<file path="src/hw/rtl/q2e_pkg.sv">
// ----------------------------------------------------------------------------
// q2e_pkg
// Shared types, constants and tables for the quaternion to Euler converter.
// ----------------------------------------------------------------------------
`default_nettype none

package q2e_pkg;

	localparam int CORDIC_STAGES_DEF = 16;
	localparam int ANGLE_BITS_DEF    = 16;
	localparam int QW                = 16;
	localparam int OUT_W             = 16;
	localparam int TABLE_LEN         = 24;
	// vector components are at most about 2^32 in magnitude, growth below 2^34
	localparam int VW                = 36;
	localparam int SQW               = 58;
	localparam int SQRT_STEPS        = 29;

	typedef struct packed {
		logic signed [QW-1:0] quat_w;
		logic signed [QW-1:0] quat_x;
		logic signed [QW-1:0] quat_y;
		logic signed [QW-1:0] quat_z;
	} q2e_in_t;

	typedef struct packed {
		logic signed [OUT_W-1:0] pitch_angle;
		logic signed [OUT_W-1:0] yaw_angle;
		logic signed [OUT_W-1:0] roll_angle;
		logic                    pitch_clamped;
	} q2e_out_t;

	function automatic logic [31:0] atan_entry(input int i);
		logic [31:0] r;
		case (i)
			0: r = 32'd536870912;
			1: r = 32'd316933406;
			2: r = 32'd167458907;
			3: r = 32'd85004756;
			4: r = 32'd42667331;
			5: r = 32'd21354465;
			6: r = 32'd10679838;
			7: r = 32'd5340245;
			8: r = 32'd2670163;
			9: r = 32'd1335087;
			10: r = 32'd667544;
			11: r = 32'd333772;
			12: r = 32'd166886;
			13: r = 32'd83443;
			14: r = 32'd41722;
			15: r = 32'd20861;
			16: r = 32'd10430;
			17: r = 32'd5215;
			18: r = 32'd2608;
			19: r = 32'd1304;
			20: r = 32'd652;
			21: r = 32'd326;
			22: r = 32'd163;
			23: r = 32'd81;
			default: r = 32'd0;
		endcase
		return r;
	endfunction

	// stage angle rounded half up to ab bits, pi = 2^(ab-1)
	function automatic logic [32:0] stage_angle(input int i, input int ab);
		logic [32:0] t;
		t = {1'b0, atan_entry(i)} + (33'd1 << (31 - ab));
		return t >> (32 - ab);
	endfunction

endpackage

`default_nettype wire

</file>
<file path="src/hw/rtl/q2e_sqrt_cell.sv">
// ----------------------------------------------------------------------------
// q2e_sqrt_cell
// One digit-by-digit step of the integer square root, registered.
// ----------------------------------------------------------------------------
`default_nettype none

module q2e_sqrt_cell #(
	parameter int K = 28
) (
	input  wire                               clk,
	input  wire                               arst_n,
	input  wire                               vld_in,
	input  wire  [q2e_pkg::SQW-1:0]           rem_in,
	input  wire  [q2e_pkg::SQW-1:0]           res_in,
	output logic                              vld_out,
	output logic [q2e_pkg::SQW-1:0]           rem_out,
	output logic [q2e_pkg::SQW-1:0]           res_out
);

	localparam logic [q2e_pkg::SQW-1:0] BIT = q2e_pkg::SQW'(1) << (2 * K);

	logic [q2e_pkg::SQW-1:0] trial;

	assign trial = res_in + BIT;

	always_ff @(posedge clk or negedge arst_n) begin
		if (!arst_n) begin
			vld_out <= 1'b0;
		end else begin
			vld_out <= vld_in;
		end
	end

	always_ff @(posedge clk) begin
		if (rem_in >= trial) begin
			rem_out <= rem_in - trial;
			res_out <= (res_in >> 1) + BIT;
		end else begin
			rem_out <= rem_in;
			res_out <= res_in >> 1;
		end
	end

endmodule

`default_nettype wire

</file>
<file path="config.mk">
export PLATFORM = sky130hd
export DESIGN_NAME = q2e_sqrt_cell
export DESIGN_NICKNAME = d
export VERILOG_FILES = /design/src/hw/rtl/q2e_pkg.sv /design/src/hw/rtl/q2e_sqrt_cell.sv
export SDC_FILE = /design/constraint.sdc
export NUM_CORES = 1
export LEC_CHECK = 0
export BUFFER_PORTS_ARGS = -buffer_cell sky130_fd_sc_hd__buf_2
export CAP_MARGIN = 40
export CORE_UTILIZATION = 38
export CTS_BUF_LIST = sky130_fd_sc_hd__clkbuf_2
export CTS_CLUSTER_SIZE = 30
export DETAILED_ROUTE_END_ITERATION = 12
export PLACE_DENSITY = 0.65
export SLEW_MARGIN = 20
export SYNTH_ARGS = -nofsm -noshare
export SYNTH_HDL_FRONTEND = slang
export SYNTH_SLANG_ARGS = --single-unit
</file>
<file path="constraint.sdc">
create_clock -name clk -period 0.8 [get_ports clk]
set_input_delay 0.04 -clock clk [delete_from_list [all_inputs] [get_ports clk]]
set_output_delay 0.04 -clock clk [all_outputs]
set_load 0.02 [all_outputs]
</file>
After elaboration in Yosys (flattened, before gate mapping)
Cells that the tools add are included.
{ "word_totals": {"out_inout_bits": 117, "input_bits": 119, "word_cells": 10, "ff_bits": 117} }
{ "classes": {"mux": 2, "magnitude_cmp": 1, "addsub": 3} }
{ "op_table": {"columns": ["op", "count"], "rows": [
  ["57-bit by 57-bit adder with 58-bit output (second input constant)", 1],
  ["58-bit by 57-bit adder with 58-bit output (second input constant)", 1],
  ["58-bit greater-or-equal comparator", 1],
  ["58-bit 2-to-1 mux", 1],
  ["58-bit subtractor", 1],
  ["57-bit 2-to-1 mux", 1]
]} }

Depth between registers and ports, before layout
{ "logic_depth": {"ltp_word": 3, "depth_mapped": 15, "depth_no_buf": 14} }

Worst setup path after synthesis
Ideal clock, no wire load.
{ "synth_timing": {"path_kind": "input -> register", "start": "input port rem_in[0] (netlist name)", "end": "register rem_out[46] (netlist name)", "setup_time_ns": 0.123, "required_ns": 0.677, "arrival_ns": 2.870, "path_buffers": 1, "path_slack_ns": -2.193, "cell_stages": 15, "cell_sequence": "inv_1 > ha_1 > inv_1 > fa_1 > a21o_1 > a221oi_2 > or3_1 > a211o_2 > a211oi_2 > o21ai_1 > nand2_1 > a31o_4 > a31oi_4 > buf_6 > mux2_1"} }
{ "synth_between": {"elab_chain_cells": 2, "word_cells_on_any_way": 3, "cone_classes": "1 x add/sub; 1 x order compare; 1 x mux"} }
{ "synth_lines": {"columns": ["item", "line", "source"], "rows": [
  ["from (decl)", "q2e_sqrt_cell.sv:13", "input wire [q2e_pkg::SQW-1:0] rem_in,"],
  ["58-bit subtractor or 58-bit greater-or-equal comparator (tied branches)", "q2e_sqrt_cell.sv:36, q2e_sqrt_cell.sv:35", null],
  ["58-bit 2-to-1 mux *", "q2e_sqrt_cell.sv:35", "if (rem_in >= trial) begin"],
  ["to (signal assigned)", "q2e_sqrt_cell.sv:36", "rem_out <= rem_in - trial;"],
  ["to (signal assigned)", "q2e_sqrt_cell.sv:39", "rem_out <= rem_in;"],
  ["to (decl)", "q2e_sqrt_cell.sv:16", "output logic [q2e_pkg::SQW-1:0] rem_out,"]
]} }
Every way passes the cells marked *; elsewhere a longest branch is shown, timed or not.
A chain may end at the register's enable or synchronous reset.

Worst setup path in the final report
{ "layout_timing": {"start": "input port rem_in[0] (netlist name)", "end": "register rem_out[14] (netlist name)"} }
Same word-level chain as after synthesis.

==> results.cfg <==
[sta]
setup_viol = 177
max-slew-margin-rel = 0.674
min_period_over_period = 3.00
rsz0062_at_grt = true
maxSlewViolCount = 0
finalCriticalPeriod_ps = 2400
tightestPinTransition_ps = 484
hold_viol = 15
holdWs_ps = -579
clock.fmax_ghz = 0.416
setup_ws_ps = -1600

[cells_and_area]
layout_common_cells = 243 x buf_4, 154 x dlygate4sd3_1, 123 x buf_6
fillers = 1178
multiInputGateArea_um2 = 4430
areaGrowthSynthToFinish_pct = 91.3
utilization = 0.743
final_common_cell = buf_4
finalNetCount = 1572
final_layout_size_suffix_gt1_frac = 0.523
regArea_um2 = 2490

[synthesis]
synth_warnings = 0
ys_ff_latch = 117
synth_top_cell_by_area = dfxtp_1
synthCells = 761
synth.net_count = 939
synth.distinct_cells = 63
synth.area.top_cells = dfxtp_1 33%, mux2_4 12%, ha_1 10%
yosysSeqAreaShare = 0.337
synthArstFlopShare = 0.00855
synth-edff-count = 0
syn_avg_cell_area_um2 = 9.16
syn_area_um2 = 6970
synth_top_area_share = 0.333
synth_ff_type = dfxtp_1

[grt]
grt_pass1_wl_mm = 40.4
antenna_found_initial = 4
grt_overflow = 0
grt_pass1_vias = 8448
grt_start_max_net_pins = 17
grt_use_total = 0.279

[worst_setup_path]
crit_required_ps = 1400
crit_type = in -> reg
path_cells = buf_8 > inv_12 > ha_4 > inv_2 > fa_2 > a21o_1 > a221oi_4 > or3_4 > a211o_4 > a211oi_4 > o21ai_2 > nand2_2 > a31o_4 > a31oi_4 > buf_12 > clkbuf_16 > mux2_4
cp.arrival_ps = 3000
end_kind = flop
crit_fanout = 8
worstSetupStartpointType = input pin
critical-path-slowest-cell = fa_2
max_stage_delay_ps = 360

[worst_hold_path]
min_path_cells = 1
hold_end = res_out[0]
min_path_type = in -> reg
hp-start = res_in[1]

[floorplan]
num_rows = 49
ios = 236
initial_core_util = 0.388
dieArea_um2 = 18900
die_h_um = 137
die_w_um = 137
core_um2 = 18000

[drt]
drtIter0Drc = 529
dr.pass1.iters = 6
via_per_inst = 5.13
dr_total_vias = 8380
ant_nets = 0
wl_per_cell_um = 17.0
drt-total-wl_mm = 27.8
drc = 0

[clock_tree]
cts-htree-levels = 4
numCtsBuffers = 17
clockBufferDepth = 2
cts.sinks = 117
root_buffer = clkbuf_2
clk_pin_slew_ps = 200
cts_tree = yes

[flow_run]
maxCapViolCount = 0

[outcome]
status = finished with violations
failed_checks = hold timing, setup timing

[place]
port_buffers = 235
gp_congestion = 0.869
dp_hpwl_mm = 17.2

[power]
p_total_mw = 22.1
p_leak_nw = 6.62
powerDensity_nw_per_um2 = 1660
peakVddDrop_uv = 1130
==> registers in the layout (all words and copies together), names as in the netlist <==
signal and flops:
rem_out 58, res_out 58, vld_out 1
==> Yosys cell counts (16+ instances only) <==
library cell and instances:
a21oi_1 74, ha_1 58, dfxtp_1 116, xnor2_1 34, o21ai_0 39, nor2_1 29, nand2_1 49, xor2_1 22
nand3_1 16, clkbuf_1 26, inv_1 71, a21o_1 28, nand4_1 20, mux2_4 54
==> how the worst max path moves through the flow <==
stage	end	cells after the start	start
finish	rem_out[14]	17	rem_in[0]
global route	rem_out[11]	17	rem_in[0]
CTS	rem_out[4]	17	rem_in[0]
detailed placement	rem_out[4]	16	rem_in[0]
global placement	rem_out[37]	16	rem_in[0]
floorplan	rem_out[10]	15	rem_in[0]
==> power by group <==
group | internal [mW] | leakage, nW | switching (mW)
Clock | 1.71 | 0.142 | 2.38
Combinational | 6.04 | 5.48 | 4.77
Sequential | 6.77 | 0.991 | 0.429
==> layout make-up <==
class | instances | area share
sequential | 117 | 0.187
clock inverter | 8 | 0.00835
inverter | 71 | 0.0209
multi-input combinational | 538 | 0.332
antenna | 2 | 0.000375
clock buffer | 21 | 0.00788
tap | 229 | 0.0215
timing repair buffer | 649 | 0.422
==> repair_timing <==
item                       in CTS  in global routing
setup buffers                  12                  4
hold endpoints to repair      118                 27
pin swaps                      11                 18
hold buffers                  137                 17
gates cloned                    3                  4
setup endpoints to repair     177                177
gates resized for setup       372                 42
==> stage by stage <==
stage	setup WS [ps]	cell area [um2]	cells	setup TNS (ps)
global route	-1650	13300	1635	-151430
floorplan	-2020	7010	761	-119970
finish	-1600	13300	1635	-141390
CTS	-1560	12800	1608	-144320
global placement	-2420	10100	1427	-142850
detailed placement	-2500	10100	1427	-147900
==> per-layer routing <==
| layer | part of all wire | vias up | global-route usage | wire (um) |
|---|---|---|---|---|
| met3 | 0.064 | 84 | 0.0552 | 1790 |
| met4 | 0.038 | 2 | 0.133 | 1060 |
| met1 | 0.39 | 3961 | 0.317 | 10900 |
| met2 | 0.50 | 371 | 0.495 | 14000 |
| met5 | 0.00029 | - | 0 | 8 |
| li1 | - | 3962 | - | - |
==> cell families (layout without fill, tap and decap cells) <==
kind of cell,count (synthesis),count (layout),synth area share
xor+xnor,56,56,0.0703
simple gates,163,163,0.116
compound gates,202,202,0.184
fa+ha+maj,59,59,0.107
mux,58,58,0.122
buf+inv,106,749,0.0640
flops,117,117,0.337
other cells,0,2,0
==> critical path: cells and delay by family <==
kind,cells,cell delay (ps)
buffers and inverters,5,590
and+or+nand+nor,2,270
adders and majority gates,2,500
AOI/OAI and AO/OA,7,1300
muxes,1,290
Note: power is estimated with default switching activity, not from simulation.
