## src/hw/rtl/q2e_pkg.sv

```systemverilog
// ----------------------------------------------------------------------------
// q2e_pkg
// Shared types, constants and tables for the quaternion to Euler converter.
// ----------------------------------------------------------------------------
`default_nettype none

package q2e_pkg;

	localparam int CORDIC_STAGES_DEF = 16;
	localparam int ANGLE_BITS_DEF    = 16;
	localparam int QW                = 16;
	localparam int OUT_W             = 16;
	localparam int TABLE_LEN         = 24;
	// vector components are at most about 2^32 in magnitude, growth below 2^34
	localparam int VW                = 36;
	localparam int SQW               = 58;
	localparam int SQRT_STEPS        = 29;

	typedef struct packed {
		logic signed [QW-1:0] quat_w;
		logic signed [QW-1:0] quat_x;
		logic signed [QW-1:0] quat_y;
		logic signed [QW-1:0] quat_z;
	} q2e_in_t;

	typedef struct packed {
		logic signed [OUT_W-1:0] pitch_angle;
		logic signed [OUT_W-1:0] yaw_angle;
		logic signed [OUT_W-1:0] roll_angle;
		logic                    pitch_clamped;
	} q2e_out_t;

	function automatic logic [31:0] atan_entry(input int i);
		logic [31:0] r;
		case (i)
			0: r = 32'd536870912;
			1: r = 32'd316933406;
			2: r = 32'd167458907;
			3: r = 32'd85004756;
			4: r = 32'd42667331;
			5: r = 32'd21354465;
			6: r = 32'd10679838;
			7: r = 32'd5340245;
			8: r = 32'd2670163;
			9: r = 32'd1335087;
			10: r = 32'd667544;
			11: r = 32'd333772;
			12: r = 32'd166886;
			13: r = 32'd83443;
			14: r = 32'd41722;
			15: r = 32'd20861;
			16: r = 32'd10430;
			17: r = 32'd5215;
			18: r = 32'd2608;
			19: r = 32'd1304;
			20: r = 32'd652;
			21: r = 32'd326;
			22: r = 32'd163;
			23: r = 32'd81;
			default: r = 32'd0;
		endcase
		return r;
	endfunction

	// stage angle rounded half up to ab bits, pi = 2^(ab-1)
	function automatic logic [32:0] stage_angle(input int i, input int ab);
		logic [32:0] t;
		t = {1'b0, atan_entry(i)} + (33'd1 << (31 - ab));
		return t >> (32 - ab);
	endfunction

endpackage

`default_nettype wire

```

## src/hw/rtl/q2e_cordic_cell.sv

```systemverilog
// ----------------------------------------------------------------------------
// q2e_cordic_cell
// One vectoring CORDIC micro-rotation, registered.
// ----------------------------------------------------------------------------
`default_nettype none

module q2e_cordic_cell #(
	parameter int I          = 0,
	parameter int ANGLE_BITS = q2e_pkg::ANGLE_BITS_DEF
) (
	input  wire                                clk,
	input  wire  signed [q2e_pkg::VW-1:0]      x_in,
	input  wire  signed [q2e_pkg::VW-1:0]      y_in,
	input  wire  signed [ANGLE_BITS+1:0]       z_in,
	output logic signed [q2e_pkg::VW-1:0]      x_out,
	output logic signed [q2e_pkg::VW-1:0]      y_out,
	output logic signed [ANGLE_BITS+1:0]       z_out
);

	localparam logic signed [ANGLE_BITS+1:0] ANG =
		(ANGLE_BITS+2)'(q2e_pkg::stage_angle(I, ANGLE_BITS));

	logic signed [q2e_pkg::VW-1:0] dx, dy;

	assign dx = y_in >>> I;
	assign dy = x_in >>> I;

	always_ff @(posedge clk) begin
		if (!y_in[q2e_pkg::VW-1]) begin
			x_out <= x_in + dx;
			y_out <= y_in - dy;
			z_out <= z_in + ANG;
		end else begin
			x_out <= x_in - dx;
			y_out <= y_in + dy;
			z_out <= z_in - ANG;
		end
	end

endmodule

`default_nettype wire

```

## src/hw/rtl/q2e_atan2.sv

```systemverilog
// ----------------------------------------------------------------------------
// q2e_atan2
// Pipelined atan2: quadrant fold, a chain of CORDIC cells, output scaling.
// ----------------------------------------------------------------------------
`default_nettype none

module q2e_atan2 #(
	parameter int CORDIC_STAGES = q2e_pkg::CORDIC_STAGES_DEF,
	parameter int ANGLE_BITS    = q2e_pkg::ANGLE_BITS_DEF
) (
	input  wire                                clk,
	input  wire  signed [q2e_pkg::VW-1:0]      y,
	input  wire  signed [q2e_pkg::VW-1:0]      x,
	output logic signed [q2e_pkg::OUT_W-1:0]   angle
);

	localparam int N  = (CORDIC_STAGES < q2e_pkg::TABLE_LEN) ?
		CORDIC_STAGES : q2e_pkg::TABLE_LEN;
	localparam int ZW = ANGLE_BITS + 2;
	localparam int SH = ANGLE_BITS - q2e_pkg::OUT_W;
	localparam logic signed [ZW-1:0] PI = ZW'(1) << (ANGLE_BITS - 1);

	logic signed [q2e_pkg::VW-1:0] xc [0:N];
	logic signed [q2e_pkg::VW-1:0] yc [0:N];
	logic signed [ZW-1:0]          zc [0:N];
	logic                          zero_s [0:N];

	always_ff @(posedge clk) begin
		if (x < 0) begin
			xc[0] <= -x;
			yc[0] <= -y;
			zc[0] <= (y >= 0) ? PI : -PI;
		end else begin
			xc[0] <= x;
			yc[0] <= y;
			zc[0] <= '0;
		end
		zero_s[0] <= (x == 0) && (y == 0);
	end

	for (genvar i = 0; i < N; i++) begin : g_cell
		q2e_cordic_cell #(.I(i), .ANGLE_BITS(ANGLE_BITS)) u_cell (
			.clk   (clk),
			.x_in  (xc[i]),
			.y_in  (yc[i]),
			.z_in  (zc[i]),
			.x_out (xc[i+1]),
			.y_out (yc[i+1]),
			.z_out (zc[i+1])
		);
		always_ff @(posedge clk) begin
			zero_s[i+1] <= zero_s[i];
		end
	end

	logic signed [ZW-1:0] zf;
	assign zf = zero_s[N] ? '0 : zc[N];

	if (SH > 0) begin : g_down
		logic signed [ZW-1:0] zr;
		assign zr = zf + (ZW'(1) << (SH - 1));
		always_ff @(posedge clk) begin
			angle <= q2e_pkg::OUT_W'(zr >>> SH);
		end
	end else begin : g_up
		logic signed [ZW+q2e_pkg::OUT_W-1:0] zx;
		assign zx = (ZW+q2e_pkg::OUT_W)'(zf) <<< (-SH);
		always_ff @(posedge clk) begin
			angle <= q2e_pkg::OUT_W'(zx);
		end
	end

endmodule

`default_nettype wire

```

## config.mk

```make
export PLATFORM = sky130hd
export DESIGN_NAME = q2e_atan2
export DESIGN_NICKNAME = d
export VERILOG_FILES = /design/src/hw/rtl/q2e_pkg.sv /design/src/hw/rtl/q2e_cordic_cell.sv /design/src/hw/rtl/q2e_atan2.sv
export SDC_FILE = /design/constraint.sdc
export NUM_CORES = 2
export LEC_CHECK = 0
export BUFFER_PORTS_ARGS = -buffer_cell sky130_fd_sc_hd__buf_2
export CAP_MARGIN = 5
export CORE_UTILIZATION = 55
export CTS_BUF_LIST = sky130_fd_sc_hd__clkbuf_8
export DETAILED_ROUTE_END_ITERATION = 10
export HOLD_SLACK_MARGIN = 0.15
export MAX_ROUTING_LAYER = met4
export PLACE_DENSITY_LB_ADDON = 0.3
export SETUP_SLACK_MARGIN = 0.1
export SKIP_CTS_REPAIR_TIMING = 1
export SYNTH_ARGS = -nofsm -noshare
export SYNTH_HDL_FRONTEND = slang
export SYNTH_SLANG_ARGS = --single-unit
```

## constraint.sdc

```tcl
create_clock -name clk -period 4.14 [get_ports clk]
set_input_delay 0.414 -clock clk [delete_from_list [all_inputs] [get_ports clk]]
set_output_delay 0.414 -clock clk [all_outputs]
set_load 0.03 [all_outputs]
```

After elaboration in Yosys (flattened, before gate mapping)
Memory sizes are Yosys's and may differ from the RTL's.
Index checks and enable logic that the tools add are counted.
- memories kept: 1
- word-level logic and storage cells: 181
- flip-flop bits (word level): 1332
- bits of input ports: 73
- output and inout bits: 16
- memory bits (writable): 17
- reduce and logical (&&, ||, !) cells: 3
- order comparisons: 1
- muxes and demuxes: 44
- add/subtract/negate cells: 85
- memory list (memory ; words ; bits a word ; read ports ; clocked after Yosys merged registers in ; wr ports ; RTL line ; source):
    zero_s ; 17 ; 1 ; 17 ; 0 ; 17 ; q2e_atan2.sv:26 ; logic zero_s [0:N];
- operators with widths (kind ; number):
    $mux 36 ; 29
    $mux 16 ; 15
    $add 36x24->36 ; 2
    $add 36x25->36 ; 2
    $add 36x26->36 ; 2
    $add 36x27->36 ; 2
    $add 36x28->36 ; 2
    $add 36x29->36 ; 2
    $add 36x30->36 ; 2
    $add 36x31->36 ; 2
    $add 36x32->36 ; 2
    $add 36x33->36 ; 2
    $add 36x34->36 ; 2
    $add 36x35->36 ; 2
    $logic_not 36->1 ; 2
    $neg 36->36 ; 2
    $sub 36x24->36 ; 2
    $sub 36x25->36 ; 2
    $sub 36x26->36 ; 2
    $sub 36x27->36 ; 2
    $sub 36x28->36 ; 2
    $sub 36x29->36 ; 2
    $sub 36x30->36 ; 2
    $sub 36x31->36 ; 2
    38 further kinds ; 45

Longest topological paths before layout
- depth in word-level cells: 2
- mapped depth: 23
- mapped depth without buffers: 22

By module
From an unflattened synthesis, not the netlist that was laid out.
- cells, all modules: 15223
- area, all modules: 124873.5 µm²
- by module, submodules not included (module ; times used ; cells an instance ; area an instance (µm²)):
    q2e_cordic_cell at g_cell[0].u_cell ; 1 ; 1085 ; 8369.3
    q2e_cordic_cell at g_cell[1].u_cell ; 1 ; 1035 ; 7972.6
    q2e_cordic_cell at g_cell[2].u_cell ; 1 ; 966 ; 7865.0
    q2e_cordic_cell at g_cell[9].u_cell ; 1 ; 975 ; 7663.6
    q2e_cordic_cell at g_cell[4].u_cell ; 1 ; 935 ; 7649.8
    q2e_cordic_cell at g_cell[11].u_cell ; 1 ; 910 ; 7606.0
    q2e_cordic_cell at g_cell[8].u_cell ; 1 ; 933 ; 7596.0
    q2e_cordic_cell at g_cell[3].u_cell ; 1 ; 930 ; 7559.8
    q2e_cordic_cell at g_cell[5].u_cell ; 1 ; 934 ; 7542.2
    q2e_cordic_cell at g_cell[6].u_cell ; 1 ; 909 ; 7475.9
    q2e_cordic_cell at g_cell[7].u_cell ; 1 ; 911 ; 7443.4
    q2e_cordic_cell at g_cell[13].u_cell ; 1 ; 900 ; 7420.9
    q2e_cordic_cell at g_cell[14].u_cell ; 1 ; 889 ; 7399.6
    q2e_cordic_cell at g_cell[10].u_cell ; 1 ; 862 ; 7279.5
    3 more rows ; -- ; -- ; --

Least setup slack after synthesis
OpenSTA, ideal clock, no wires.
- path kind: reg2reg
- start: register g_cell[1].u_cell.x_out[7] (netlist name)
- end: register g_cell[2].u_cell.y_out[35] (netlist name)
- arrival: 4.197 ns
- required time: 4.020 ns
- period minus slack after synthesis: 4.317 ns
- slack: -0.177 ns
- stages on the path, launching flop included: 18
- library setup time: 0.120 ns
- cell sequence: dfxtp_1 > nor3_1 > nand2_1 > or3_1 > nor3_1 > nor3b_1 > a21oi_1 > xor2_1 > ha_1 > nand4_1 > or3_1 > o21a_1 > o21ai_1 > nor3b_1 > o221ai_1 > o311ai_0 > a21oi_1 > xnor2_1
- word-level cells in the longest chain between the ends: 2
- elaborated cells between the ends (all ways): 3
- ends and longest elaborated chain (item ; RTL line ; source):
    $sub 36x34->36 or $add 36x34->36 (tied branches) ; q2e_cordic_cell.sv:31, q2e_cordic_cell.sv:35 ;
    $mux 36 (*) ; q2e_cordic_cell.sv:29 ; if (!y_in[q2e_pkg::VW-1]) begin
Mark *: on every way between the ends. The rest lies on a longest branch, timed or not.
A chain may end at the register's enable or synchronous reset.

Worst setup path in the final report
- start: register g_cell[3].u_cell.x_out[5] (netlist name)
- end: register g_cell[4].u_cell.y_out[33] (netlist name)
- word-level cells in the longest chain between the ends: 2
- elaborated cells between the ends (all ways): 3
- ends and longest elaborated chain (item ; RTL line):
    $sub 36x32->36 or $add 36x32->36 (tied branches) ; q2e_cordic_cell.sv:31, q2e_cordic_cell.sv:35
    $mux 36 (*) ; q2e_cordic_cell.sv:29
Marked as above.

==> impl_metrics.tcl <==
set metrics [dict create \
    status "complete, but fails checks" \
    violations "setup timing" \
    final_nets 14602 \
    critPathRequiredTime_ns 5.03 \
    dieArea_mm2 0.177 \
    grt_max_degree 90 \
    startpoint_type "register" \
    htree_levels 4 \
    clock_skew_ns 0.0758 \
    worstHoldPathType "in -> reg" \
    rsz0062_at_grt "true" \
    ys_warn_count 0 \
    layout_common_cells "buf_4, dfxtp_1, ha_1" \
    antenna_found_initial 7 \
    cts_tree "yes" \
    dp_hpwl_um 245000 \
    initial_core_util 0.553 \
    drc 0 \
    hold_violations 0 \
    period_needed_ns 4.28 \
    firstDrtPassIters 6 \
    fin_crit_sh 1.03 \
    grt_pass1_wl_um 466000 \
    gp_congestion 1.00 \
    drive_gt1_frac 0.209 \
    routedWlPerCell_um 19.7 \
    core_area_mm2 0.174 \
    vias 92224 \
    async_reset_ff_frac 0 \
    clk_path_buf_depth 3 \
    synth_cells 11642 \
    cp_common_cell "a21o_1" \
    numCtsBuffers 210 \
    slowest_stage "or4_4" \
    drv_slew 0 \
    synth_edf_count 0 \
    path_max_fanout 4 \
    grt-ovfl-total 0 \
    insertion_delay_ns 1.03 \
    die_w_um 420 \
    synth_xor_xnor_area_share 0.156 \
    grtUsageMet2 0.546 \
    synth_fa_ha_area_frac 0.163 \
    track_usage 0.338 \
    drtIter0Drc 6614 \
    clkSinkCount 1242 \
    crit_family "compound AO/OA/AOI/OAI gates" \
    setup_violations 6 \
    fin_cells 15812 \
    wirelength_um 312000 \
    met1_usage 0.410 \
    die_h_um 420 \
    syn_area_mm2 0.0962 \
    std_cell_rows 153 \
    viasPerCell 5.83 \
    ys_types 98 \
    grt_pass1_vias 87764 \
    worst_slew_pin_slew_ns 1.31 \
    synth-seq-cells 1242 \
    io_buffers 87 \
    use_met3 0.0617 \
    crit_arrival_ns 5.17 \
    cap_viol_max_count 0 \
    max_clock_freq_ghz 0.234 \
    synth-compound-area-share 0.220 \
    root_buffer "clkbuf_8" \
    critPathCaptureType "register" \
    clk_pin_slew_ns 0.07 \
    muxShareOfSynthArea 0.00747 \
    drtAntennaViolNets 0 \
    syn2layout_area_growth_pct 25.5 \
    synthFlopType "dfxtp_1" \
    dp_cells 15131 \
    cp_num_buf_inv 3 \
    final_common_cell "buf_4" \
    syn_avg_cell_area_um2 8.26 \
    synth_top_family_by_area "compound AO/OA/AOI/OAI gates" \
    ios 89 \
    busiest_layer "met2" \
    fill_cells 14066 \
    slowest_delay_ns 0.57 \
    setup_slack_ns -0.137 \
    synthSimpleGateAreaFrac 0.162 \
    syn-num-nets 12946 \
    crit_chain "inv_2 -> ha_4 -> nand2_4 -> nor4_4 -> buf_4 -> nand2_2 -> or4_4 -> buf_4 -> o31a_1 -> xor2_1 -> ha_1 -> a21oi_2 -> o21ai_0 -> a21o_1 -> a21o_1 -> a21o_1 -> a221o_1 -> a211oi_2 -> nor2_1" \
    ys_seq_area_frac 0.258 \
    max_slew_margin 0.128 \
    critPathKind "reg -> reg" \
]
==> cells by family (layout without fill, tap and decap cells) <==
logic type	Yosys count	in the layout
adders and majority gates	1231	1231
muxes	67	67
DFF	1242	1242
AOI/OAI and AO/OA	3362	3362
other	1	16
xor gates and xnor gates	1709	1709
and+or+nand+nor	3192	3192
buffers and inverters	838	2668
==> final cells by class <==
type                       count  area [µm²]  share of cell area
clock inverter               138        1400              0.0116
timing repair buffer        1678       13000               0.108
inverter                     604        2270              0.0188
tap                         2325        2910              0.0241
sequential                  1242       24900               0.207
clock buffer                 248        3410              0.0283
antenna                       15        37.5            0.000311
multi-input combinational   9562       72800               0.603
==> cell usage after synthesis, types with 38 or more instances <==
cell type | instances | area share
nand3_1 | 139 | 0.0072
a21boi_0 | 54 | 0.0042
nand4_1 | 101 | 0.0066
a21o_1 | 500 | 0.039
o41ai_1 | 75 | 0.0068
clkbuf_1 | 186 | 0.0073
nor3_1 | 326 | 0.017
or3_1 | 93 | 0.0060
inv_1 | 597 | 0.023
and3_1 | 100 | 0.0065
nand2b_1 | 196 | 0.013
nor2b_1 | 211 | 0.014
o21a_1 | 166 | 0.013
nand2_1 | 544 | 0.021
nor2_1 | 1105 | 0.043
xor2_1 | 549 | 0.050
mux2_2 | 38 | 0.0044
a21oi_1 | 1235 | 0.064
a211oi_1 | 57 | 0.0044
o31ai_1 | 72 | 0.0056
and2_1 | 80 | 0.0052
nor4_1 | 95 | 0.0062
xnor2_1 | 1160 | 0.11
ha_1 | 1195 | 0.16
o21ai_0 | 562 | 0.029
o211ai_1 | 45 | 0.0035
a31oi_1 | 129 | 0.0084
o21bai_1 | 155 | 0.012
or4_1 | 47 | 0.0037
dfxtp_1 | 1242 | 0.26
==> per-stage QoR <==
step           cell area, µm²  setup TNS (ns)  worst slack (ns)  hold WS [ns]  utilization
3_3_place_gp           109000           -6.05            -0.417         0.311        0.625
4_1_cts                113000          -12.11            -0.388        -0.477        0.653
6_report               121000          -0.488            -0.137         0.181        0.695
5_1_grt                121000           -4.23            -0.311         0.149        0.694
2_1_floorplan           96300         -0.0511           -0.0511         0.310            -
3_5_place_dp           109000           -7.86            -0.338         0.312        0.625
==> worst paths after layout <==
check | start | to | slack (ns) | cells past startpoint
setup / recovery | g_cell[3].u_cell.x_out[5] | g_cell[4].u_cell.y_out[33] | -0.14 | 19
hold / removal | x[0] | xc[576] | 0.18 | 2
setup reg to reg | g_cell[3].u_cell.x_out[5] | g_cell[4].u_cell.y_out[33] | -0.14 | 19
hold reg to reg | zero_s[0][7] | zero_s[0][8] | 0.31 | 0
==> routing by layer <==
layer  wire, µm  up-vias
met2     145000     2875
met1     131000    43801
met5          0        -
met3      21100      739
li1           -    44809
met4      14300        0
==> sequential cells by signal, summed over array words and instances, names as in the netlist <==
name,cells
g_cell.u_cell.y_out,468
zc,1
g_cell.u_cell.z_out,214
yc,36
angle,15
xc,36
zero_s,17
g_cell.u_cell.x_out,455
Power is not shown: default switching activity piles up to over one toggle a cycle in this logic, so the estimate is an artifact.
